`config.mk`:
```
export PLATFORM = sky130hd
export DESIGN_NAME = swd_sequence_spi_framer_core
export DESIGN_NICKNAME = d
export VERILOG_FILES = /design/src/sv/ssf_pkg.sv /design/src/sv/swd_sequence_spi_framer_core.sv /design/src/sv/ssf_frame_calc.sv
export SDC_FILE = /design/constraint.sdc
export NUM_CORES = 1
export LEC_CHECK = 0
export ABC_AREA = 0
export ABC_CLOCK_PERIOD_IN_PS = 10350
export BUFFER_PORTS_ARGS = -buffer_cell sky130_fd_sc_hd__buf_2
export CORE_MARGIN = 2
export CORE_UTILIZATION = 30
export DETAILED_ROUTE_END_ITERATION = 6
export PLACE_DENSITY = 0.51
export SETUP_SLACK_MARGIN = 0.05
export SYNTH_ARGS = -nofsm -noshare
export SYNTH_HDL_FRONTEND = slang
export SYNTH_SLANG_ARGS = --single-unit
```
`constraint.sdc`:
```
create_clock -name clk_i -period 10.35 [get_ports clk_i]
set_input_delay 2.07 -clock clk_i [delete_from_list [all_inputs] [get_ports clk_i]]
set_output_delay 2.07 -clock clk_i [all_outputs]
set_load 0.01 [all_outputs]
```
`src/sv/ssf_pkg.sv`:
```
// Shared types and constants for the SWD sequence framer.
`timescale 1ns / 1ps

package ssf_pkg;

  // Operation codes
  localparam logic [1:0] OP_WRITE     = 2'd0;
  localparam logic [1:0] OP_WRITE_PAR = 2'd1;
  localparam logic [1:0] OP_READ      = 2'd2;
  localparam logic [1:0] OP_READ_PAR  = 2'd3;

  // Header flag positions
  localparam int unsigned WRITE_FLAG_BIT = 6;
  localparam int unsigned MODE_FLAG_BIT  = 7;

  // Field widths and limits
  localparam int unsigned DATA_W    = 32;
  localparam int unsigned PAYLOAD_W = 40;
  localparam logic [5:0]  MAX_BITS  = 6'd32;

  // One framed result word
  typedef struct packed {
    logic [7:0]           header_byte;
    logic [PAYLOAD_W-1:0] send_payload;
    logic [2:0]           byte_count;
    logic [DATA_W-1:0]    read_data;
    logic                 parity_ok;
    logic                 length_error;
  } ssf_result_t;

endpackage

```
`src/sv/swd_sequence_spi_framer_core.sv`:
```
// Top level: input register, framing logic and result register.
// An accepted word is held in the input register, framed, and then loaded into the result register.
// Throughput: one word per cycle unless the output stalls; the framing is one pass of
// shifts, masks and a 32-bit parity tree between the input register and the result register.
// Reset clears both valid flags and sets the line-direction bit to driven.
`timescale 1ns / 1ps

module swd_sequence_spi_framer_core (
  input  logic                          clk_i,
  input  logic                          rst_ni,
  input  logic                          in_valid_i,
  output logic                          in_stall_o,
  input  logic [1:0]                    operation_i,
  input  logic [5:0]                    bit_count_i,
  input  logic [ssf_pkg::DATA_W-1:0]    write_data_i,
  input  logic [ssf_pkg::PAYLOAD_W-1:0] read_payload_i,
  output logic                          out_valid_o,
  input  logic                          out_stall_i,
  output logic [7:0]                    header_byte_o,
  output logic [ssf_pkg::PAYLOAD_W-1:0] send_payload_o,
  output logic [2:0]                    byte_count_o,
  output logic [ssf_pkg::DATA_W-1:0]    read_data_o,
  output logic                          parity_ok_o,
  output logic                          length_error_o
);
  import ssf_pkg::*;

  logic                 in_valid_q, in_valid_d;
  logic [1:0]           op_q;
  logic [5:0]           cnt_q;
  logic [DATA_W-1:0]    wdata_q;
  logic [PAYLOAD_W-1:0] rpay_q;
  logic                 out_valid_q, out_valid_d;
  ssf_result_t          res_q, res_d;
  logic                 line_driven_q, line_driven_d, line_next;
  logic                 out_load;
  logic                 in_acc;

  // Handshake: advance the input word when the result register frees up
  assign out_load    = in_valid_q && (!out_valid_q || !out_stall_i);
  assign in_stall_o  = in_valid_q && !out_load;
  assign in_acc      = in_valid_i && !in_stall_o;
  assign in_valid_d  = in_acc || (in_valid_q && !out_load);
  assign out_valid_d = out_load || (out_valid_q && out_stall_i);

  ssf_frame_calc u_calc (
    .operation_i    (op_q),
    .bit_count_i    (cnt_q),
    .write_data_i   (wdata_q),
    .read_payload_i (rpay_q),
    .line_driven_i  (line_driven_q),
    .result_o       (res_d),
    .line_driven_o  (line_next)
  );

  assign line_driven_d = out_load ? line_next : line_driven_q;

  // Control state
  always_ff @(posedge clk_i or negedge rst_ni) begin
    if (!rst_ni) begin
      in_valid_q    <= 1'b0;
      out_valid_q   <= 1'b0;
      line_driven_q <= 1'b1;
    end else begin
      in_valid_q    <= in_valid_d;
      out_valid_q   <= out_valid_d;
      line_driven_q <= line_driven_d;
    end
  end

  // Capture the input word
  always_ff @(posedge clk_i) begin
    if (in_acc) begin
      op_q    <= operation_i;
      cnt_q   <= bit_count_i;
      wdata_q <= write_data_i;
      rpay_q  <= read_payload_i;
    end
  end

  // Hold the result word until taken
  always_ff @(posedge clk_i) begin
    if (out_load) begin
      res_q <= res_d;
    end
  end

  assign out_valid_o    = out_valid_q;
  assign header_byte_o  = res_q.header_byte;
  assign send_payload_o = res_q.send_payload;
  assign byte_count_o   = res_q.byte_count;
  assign read_data_o    = res_q.read_data;
  assign parity_ok_o    = res_q.parity_ok;
  assign length_error_o = res_q.length_error;

endmodule

```
`src/sv/ssf_frame_calc.sv`:
```
// Combinational framing of one request: header, send bits, read decode.
`timescale 1ns / 1ps

module ssf_frame_calc (
  input  logic [1:0]                    operation_i,
  input  logic [5:0]                    bit_count_i,
  input  logic [ssf_pkg::DATA_W-1:0]    write_data_i,
  input  logic [ssf_pkg::PAYLOAD_W-1:0] read_payload_i,
  input  logic                          line_driven_i,
  output ssf_pkg::ssf_result_t          result_o,
  output logic                          line_driven_o
);
  import ssf_pkg::*;

  logic                 is_write;
  logic                 with_par;
  logic                 bad_len;
  logic                 trn;
  logic [5:0]           len;
  logic [5:0]           len_m1;
  logic [5:0]           par_pos;
  logic [7:0]           hdr;
  logic [DATA_W-1:0]    mask;
  logic [DATA_W-1:0]    wdata_m;
  logic [DATA_W-1:0]    wdata_rev;
  logic [PAYLOAD_W-1:0] send_bits;
  logic [PAYLOAD_W-1:0] par_bit;
  logic [PAYLOAD_W-1:0] rx_aligned;
  logic [DATA_W-1:0]    rx_rev;
  logic [DATA_W-1:0]    rdata;
  logic                 rx_par;
  logic [6:0]           bytes_raw;

  // Decode the operation and length
  assign is_write = (operation_i == OP_WRITE) || (operation_i == OP_WRITE_PAR);
  assign with_par = (operation_i == OP_WRITE_PAR) || (operation_i == OP_READ_PAR);
  assign bad_len  = (bit_count_i == 6'd0) || (bit_count_i > MAX_BITS);

  // Turnaround goes in front when the direction flips
  assign trn     = is_write ? ~line_driven_i : line_driven_i;
  assign len     = bit_count_i + {5'd0, trn} + {5'd0, with_par};
  assign len_m1  = len - 6'd1;
  assign par_pos = bit_count_i + {5'd0, trn};

  // Build the header byte: length minus one, write flag for writes, mode flag clear
  always_comb begin
    hdr = {2'b00, len_m1};
    if (is_write) begin
      hdr[WRITE_FLAG_BIT] = 1'b1;
    end
    hdr[MODE_FLAG_BIT] = 1'b0;
  end

  // Mask data to the bit count (valid for counts 1..32)
  assign mask    = {DATA_W{1'b1}} >> (MAX_BITS - bit_count_i);
  assign wdata_m = write_data_i & mask;

  // Reverse data and received bits: first bit on the wire sits at the top
  assign rx_aligned = read_payload_i << trn;
  always_comb begin
    for (int b = 0; b < DATA_W; b++) begin
      wdata_rev[DATA_W-1-b] = wdata_m[b];
      rx_rev[b]             = rx_aligned[PAYLOAD_W-1-b];
    end
  end

  // Place the send bits and the optional parity bit
  assign send_bits = {wdata_rev, 8'h00} >> trn;
  assign par_bit   = (with_par && (^wdata_m)) ?
                     ({1'b1, {(PAYLOAD_W-1){1'b0}}} >> par_pos) : '0;

  // Decode the read data and check its parity
  assign rdata     = rx_rev & mask;
  assign rx_par    = rx_aligned[6'd39 - bit_count_i];
  assign bytes_raw = ({1'b0, len} + 7'd7) >> 3;

  // Assemble the result word
  always_comb begin
    result_o = '0;
    if (bad_len) begin
      result_o.length_error = 1'b1;
    end else begin
      result_o.header_byte = hdr;
      result_o.byte_count  = bytes_raw[2:0] + 3'd1;
      if (is_write) begin
        result_o.send_payload = send_bits | par_bit;
      end else begin
        result_o.read_data = rdata;
        result_o.parity_ok = with_par && (rx_par == (^rdata));
      end
    end
  end

  // Writes leave the line driven, reads leave it floating; a length error keeps it as it was
  assign line_driven_o = bad_len ? line_driven_i : is_write;

endmodule

```
==> summary.txt, run 1 <==
Final layout
  – Finished Layout Cells: 1414
  – Finished Core Util: 36.49%
  – Layout cells sized above 1: 23.58%
  – Fin area: 11220 um2
  – Layout overhead on the synthesized area: 19.16%
  – Antenna diodes: 0
  – Fin nets: 1102

GRT
  – First-pass GRT wire length: 46.23 mm
  – Initial antenna violation count: 0
  – GRT overflow: 0
  – Largest net degree at the start of global routing: 86
  – Vias in the first global route: between 7000 and 8000
  – Gr usage total: 18.79%

Critical path
  – Critical Path AT: 6.71 ns
  – Crit end category: flop
  – Worst Setup Start Kind: flop
  – Worst path required time: between 10 and 15 ns
  – CP Class: flop to flop
  – Crit Path Max Fanout: 23

Die
  – Die span in x: 181.2 um
  – Starting Density: 30.62%
  – Die Height: 181.2 um
  – I/O pin count: between 150 and 200
  – Core Box Area: slightly above 30000 um2
  – # rows: 64
  – Die footprint: 32820 um2

Clock tree
  – Worst-skew pair later-pin latency: 0.45 ns
  – Htree depth: 4
  – CTS tree: yes
  – Post-CTS setup buffer count: 0
  – CTS clk-pin slew, worst paths: 0.07 ns
  – Total clock sinks: 166
  – CTS buffer count: 17
  – Root Driver: clkbuf_16
  – CTS max path bufs: 2
  – Post-CTS resize count: 0
  – CTS Hold Bufs: 0

Flow run
  – Max Cap Violations: 0

Place
  – # port buffers: 169
  – DP Worst Slack: 4.048 ns
  – DP HPWL: roughly 22 mm
  – Placer Congestion: approximately 0.88
  – Dpl cell area: around 11000 um2
  – Placed Cells: 1382

STA
  – Endpoints failing hold: 0
  – WHS: 0.4949 ns
  – Final setup violation count: 0
  – RSZ-0062 raised after global routing: no
  – Least-Margin Pin Slew: 1.201 ns
  – Final Worst Setup Slack: about 3.9 ns
  – Period minus WS final: 6.413 ns
  – Clock skew: 0.01086 ns
  – Rel. slew slack: ~20%
  – Setup tns final: 0 ns
  – Max Clk Rate: roughly 0.16 GHz
  – Fin crit share: 61.96%
  – Final slew viol count: 0

Routing
  – DRC viols: 0
  – DR pass1 iterations: 5
  – Vias/cell: roughly 5.3
  – Per-cell routed wire length: 21.76 um
  – Vias post-DR: 7527
  – Final WL: 30.76 mm
  – Starting DRT DRC Count: 785
  – Final ANT Viol Nets: 0

Logic synthesis
  – Synthesized area: ~9400 um2
  – Yosys cell types: 79
  – EDFF count, synth: 163
  – Yosys Warn Count: 0
  – Syn_area_per_cell: 10.97 um2
  – Mapped Cells: 858
  – Seq/Total Area, Yosys: between 50% and 60%
  – Post-synth top flop: edfxtp_1
  – Seq cells post-synth: between 150 and 200
  – Async S/R FF share, synth: under 10%

Power
  – Power per cell area: 183.7 nW/um2
  – Total Power: 2.061 mW
  – Peak supply drop: about 0.0001 V
  – Leak pwr: approximately 4.3 nW

Outcome
  – Status: finished, final reports clean

Min path
  – HP Class: flop to flop
-- cells in the mapped netlist, types with 3 or more instances --
library cell	instances	area, um2
o22ai_1	7	43.79
o221ai_1	3	26.28
a21oi_1	45	225.2
nand2_1	92	345.3
o21ai_0	49	245.2
o31ai_1	8	60.06
ha_1	13	162.7
o32a_1	3	30.03
mux2_2	3	33.78
nand2b_1	17	106.4
nor3_1	25	125.1
a31oi_1	8	50.05
clkbuf_1	39	146.4
o41ai_1	12	105.1
o21ai_1	3	15.01
nand4_1	4	25.02
xnor2_1	33	289.0
buf_1	6	22.52
nor2_1	65	244.0
edfxtp_1	163	4895
mux2i_1	40	400.4
or3_1	11	68.82
xnor3_1	8	180.2
and3_1	9	56.30
a211oi_1	12	90.09
xor2_1	9	78.83
and2_1	10	62.56
o211ai_1	11	82.58
buf_2	9	45.04
nor2b_1	10	62.56
nor3b_1	6	45.04
nand3_1	35	175.2
a2111oi_0	5	43.79
mux4_2	6	135.1
inv_1	16	60.06
-- cells by family (layout without fill, tap and decap cells) --
family	count (synthesis)	count (layout)	share of synthesized area (%)
and+or+nand+nor	299	299	15.37
AOI/OAI and AO/OA	203	203	14.44
DFF	166	166	52.79
buffers and inverters	74	230	3.149
xor gates and xnor gates	52	52	6.325
muxes	49	49	6.046
adders and majority gates	14	14	1.834
other	1	5	0.03982
-- placed cells by master (no fill, tap or decap), drive strengths merged, types with 4 or more instances in the layout --
| cell | n |
|---|---|
| a21oi | 46 |
| nor2b | 10 |
| nor3b | 6 |
| inv | 22 |
| o21ai | 52 |
| and2 | 10 |
| edfxtp | 163 |
| or3 | 11 |
| xor2 | 9 |
| clkinv | 8 |
| a2111oi | 5 |
| mux4 | 6 |
| o211ai | 11 |
| nand2 | 93 |
| o31ai | 8 |
| nand3 | 35 |
| xnor2 | 33 |
| ha | 13 |
| nor3 | 26 |
| a211oi | 13 |
| buf | 180 |
| mux2i | 40 |
| nand4 | 4 |
| nor2 | 65 |
| clkbuf | 17 |
| and3 | 9 |
| o22ai | 7 |
| nand2b | 17 |
| xnor3 | 9 |
| conb | 5 |
| a31oi | 8 |
| o41ai | 14 |
-- layer usage --
layer	global-route usage, %	part of all wire [%]	vias up
li1	-	-	3532
met1	26.35	47	3665
met2	29.66	46	291
met3	3.084	5.7	39
met4	6.049	2.0	0
met5	0	0	-
-- registers in the layout, indices dropped and copies added (netlist names), 2 cells and up --
signal          cells
header_byte_o       6
rpay_q             40
read_data_o        32
byte_count_o        3
op_q                2
cnt_q               6
wdata_q            32
send_payload_o     40
-- worst paths after layout --
check | cells after the start | to | start | slack, ns
max | 14 | send_payload_o[7]$_SDFFCE_PP0P_ | cnt_q[0]$_DFFE_PP_ | 3.94
min | 1 | out_valid_o$_DFF_PN0_ | in_valid_q$_DFF_PN0_ | 0.49
max reg2reg | 14 | send_payload_o[7]$_SDFFCE_PP0P_ | cnt_q[0]$_DFFE_PP_ | 3.94
min reg2reg | 1 | out_valid_o$_DFF_PN0_ | in_valid_q$_DFF_PN0_ | 0.49
max in group asynchronous | 1 | line_driven_q$_DFFE_PN1P_ | rst_ni | 8.76
min in group asynchronous | 1 | out_valid_o$_DFF_PN0_ | rst_ni | 1.40
-- final cells by class --
class / count / area [um2]
clock buffer: 17 / 425.4
clock inverter: 15 / 145.1
fill: 3167 / 19530
inverter: 18 / 67.56
multi-input combinational: 622 / 4188
sequential: 166 / 4971
tap: 396 / 495.5
timing repair buffer: 180 / 928.4
-- power breakdown --
group / internal [mW] / total, mW / switching (mW)
logic: 0.223 / 0.588 / 0.365
registers: 0.803 / 0.839 / 0.0360
clock network: 0.337 / 0.634 / 0.297
-- critical path: stages (launching register included) --
cell	delay, ns
edfxtp_1	0.90
clkinv_1	0.84
ha_1	0.52
inv_1	0.09
ha_1	0.49
nor2b_1	0.66
nand2_1	0.11
o32a_1	0.30
a21oi_1	0.14
xnor3_1	0.41
xnor3_1	0.38
xnor2_1	0.28
xor3_1	0.37
or4_4	0.61
o21ai_1	0.13
Power figures use the tool's default switching activity.
==> inputs of run 2 (changes only) <==
- ABC_AREA: 0 -> 1
- ABC_CLOCK_PERIOD_IN_PS: 10350 -> 6100
- clock period: 10.35 -> 6.1 ns (I/O delays scaled with it)
==> summary.txt, run 2 <==
Logic synthesis
  – Async S/R FF share, synth: 1.807%
  – Seq/Total Area, Yosys: 49.96%
  – Most numerous cell in the Yosys netlist: nand2_1
  – Syn_area_per_cell: 8.348 um2
  – Seq cells post-synth: 166
  – Post-synth top area share: 49.19%
  – Largest area contributor in the netlist: edfxtp_1
  – EDFF count, synth: around 160
  – Synthesized area: 9951 um2
  – Synth top area cells: edfxtp_1 (49%), nand2_1 (14%), nor2_1 (4.1%)
  – Post-synth top flop: edfxtp_1
  – Most instantiated cells after synthesis: nand2_1 (383), edfxtp_1 (163), nor2_1 (109)
  – Yosys cell types: 47
  – Yosys Warn Count: 0
  – Mapped Cells: between 1000 and 1500

GRT
  – Gr usage total: 17.42%
  – Largest net degree at the start of global routing: 86
  – Initial antenna violation count: 0
  – GRT overflow: 0
  – Vias in the first global route: 7849
  – First-pass GRT wire length: 44.25 mm

Power
  – Total Power: 3.420 mW
  – Leak pwr: 5.134 nW
  – Peak supply drop: 0.0001909 V
  – Power per cell area: 291.9 nW/um2

Die
  – Die footprint: 34640 um2
  – # rows: 66
  – Die span in x: 186.1 um
  – I/O pin count: around 170
  – Core Box Area: 32620 um2
  – Starting Density: 30.51%
  – Die Height: 186.1 um

STA
  – Least-Margin Pin Slew: between 1 and 1.5 ns
  – Final slew viol count: 0
  – Final setup violation count: 0
  – RSZ-0062 raised after global routing: no
  – Max Clk Rate: 0.2268 GHz
  – Clock skew: 0.01433 ns
  – Fin crit share: 72.28%
  – Rel. slew slack: 23.89%
  – Endpoints failing hold: 0
  – Setup tns final: 0 ns
  – Period minus WS final: 4.409 ns

Critical path
  – CP Cell Sequence: inv_2 -> ha_1 -> nand2_1 -> nand2_1 -> nand2_1 -> nand2_2 -> nand2_4 -> nor2_1 -> nand2_1 -> nand2_1 -> nand2_1 -> nand2_1 -> nand2_1 -> inv_1 -> nand2_1 -> nand2_1 -> inv_1 -> nand2_1 -> nand2_2 -> nand2_4 -> nand4_1 -> a21oi_1
  – Max incr delay on CP: 0.62 ns
  – Cell mode on critical path: nand2_1
  – Bufs and invs on worst path: 3
  – Origin of the worst setup path: cnt_q[3]$_DFFE_PP_
  – Slowest-stage cell, CP: nand2_2
  – Critical Path AT: 4.67 ns
  – Worst Setup Start Kind: flop
  – Worst R2R Start: cnt_q[3]$_DFFE_PP_
  – CP Class: flop to flop
  – Worst path required time: 6.36 ns
  – Top delay family on crit path: simple AND/OR/NAND/NOR gates
  – Crit end category: flop
  – Crit Path Max Fanout: 38

Clock tree
  – Worst-skew pair later-pin latency: 0.45 ns
  – Post-CTS resize count: 0
  – CTS clk-pin slew, worst paths: about 0.07 ns
  – Htree depth: 4
  – CTS Hold Bufs: 0
  – CTS buffer count: 17
  – Total clock sinks: 166
  – CTS max path bufs: 2
  – Post-CTS setup buffer count: 0
  – Root Driver: clkbuf_16
  – CTS tree: yes

Flow run
  – Max Cap Violations: 0

Min path
  – Worst hold path startpoint: in_valid_q$_DFF_PN0_
  – HP Class: flop to flop

Place
  – DP HPWL: 22.67 mm
  – # port buffers: between 150 and 200
  – Placer Congestion: 0.8824
  – Dpl cell area: ~11000 um2

Routing
  – Per-cell routed wire length: 16.65 um
  – Vias/cell: 4.740
  – DR pass1 iterations: 6
  – Vias post-DR: 8523
  – Final WL: 29.94 mm
  – Final ANT Viol Nets: 0
  – DRC viols: 0
  – Starting DRT DRC Count: between 600 and 700

Final layout
  – Fin nets: 1440
  – Total of fill cells in the finished design: 3452
  – Area of the multi-input gates: about 4300 um2
  – Most frequent cells in the layout: nand2_1 (382), buf_2 (169), edfxtp_1 (163)
  – Antenna diodes: 0
  – Layout cells sized above 1: 20.58%
  – Commonest non-fill, non-tap cell in the layout: nand2_1
  – Finished Core Util: 35.92%
  – Layout overhead on the synthesized area: 17.75%
  – Register area: roughly 5000 um2
  – Fin area: 11720 um2

Outcome
  – Status: finished, final reports clean
## run 2: metal layers
metal	GRT usage [%]	wire, um
met4	6.173	669
met5	0	0
met2	27.78	13850
met1	23.76	14120
met3	3.111	1301
## run 2: layout make-up
cell class / count / share of cell area, %
inverters: 113 / 3.631
well taps: 442 / 4.720
repair buffers: 174 / 7.539
multi-input cells: 871 / 36.54
clock buffers: 19 / 3.780
flip-flops and latches: 166 / 42.42
clock inverters: 13 / 1.367
## run 2: final timing paths
kind	cells past startpoint	end	slack, ns
max in group asynchronous	1	line_driven_q$_DFFE_PN1P_	5.34
min reg2reg	2	out_valid_o$_DFF_PN0_	0.50
max	22	send_payload_o[11]$_SDFFCE_PP0P_	1.69
max reg2reg	22	send_payload_o[11]$_SDFFCE_PP0P_	1.69
min	2	out_valid_o$_DFF_PN0_	0.50
min in group asynchronous	1	in_valid_q$_DFF_PN0_	0.56
## run 2: worst reg2reg max path, cell delays in order, from the launching register on
cell	delay [ns]
edfxtp_1	0.53
inv_2	0.36
ha_1	0.28
nand2_1	0.07
nand2_1	0.15
nand2_1	0.08
nand2_2	0.62
nand2_4	0.26
nor2_1	0.43
nand2_1	0.12
nand2_1	0.10
nand2_1	0.05
nand2_1	0.05
nand2_1	0.06
inv_1	0.05
nand2_1	0.04
nand2_1	0.12
inv_1	0.07
nand2_1	0.07
nand2_2	0.06
nand2_4	0.30
nand4_1	0.16
a21oi_1	0.20
## run 2: cell families (layout without fill, tap and decap cells)
| logic type | after synthesis | count (layout) | share of synthesized area, % |
|---|---|---|---|
| multiplexers | 1 | 1 | 0.1006 |
| AND/OR/NAND/NOR | 699 | 699 | 31.75 |
| buffers and inverters | 159 | 319 | 7.305 |
| flip-flops | 166 | 166 | 49.96 |
| AO/OA/AOI/OAI | 123 | 123 | 6.501 |
| other | 1 | 5 | 0.03769 |
| adder cells (fa/ha/maj) | 13 | 13 | 1.635 |
| XOR/XNOR | 30 | 30 | 2.716 |
## run 2: where the power goes
group | internal (mW) | switching [mW]
Clock | 0.628 | 0.500
Sequential | 1.36 | 0.0416
Combinational | 0.261 | 0.627
Total | 2.25 | 1.17
## run 2: through the flow
stage                     setup slack [ns]  std cells  hold WS [ns]
after floorplan                     0.2187       1196        0.4420
after global placement               1.878       1766        0.4899
after detailed placement             1.758       1766        0.4926
after CTS                            1.741       1798        0.5063
after global routing                 1.278       1798        0.5364
final                                1.691       1798        0.5042
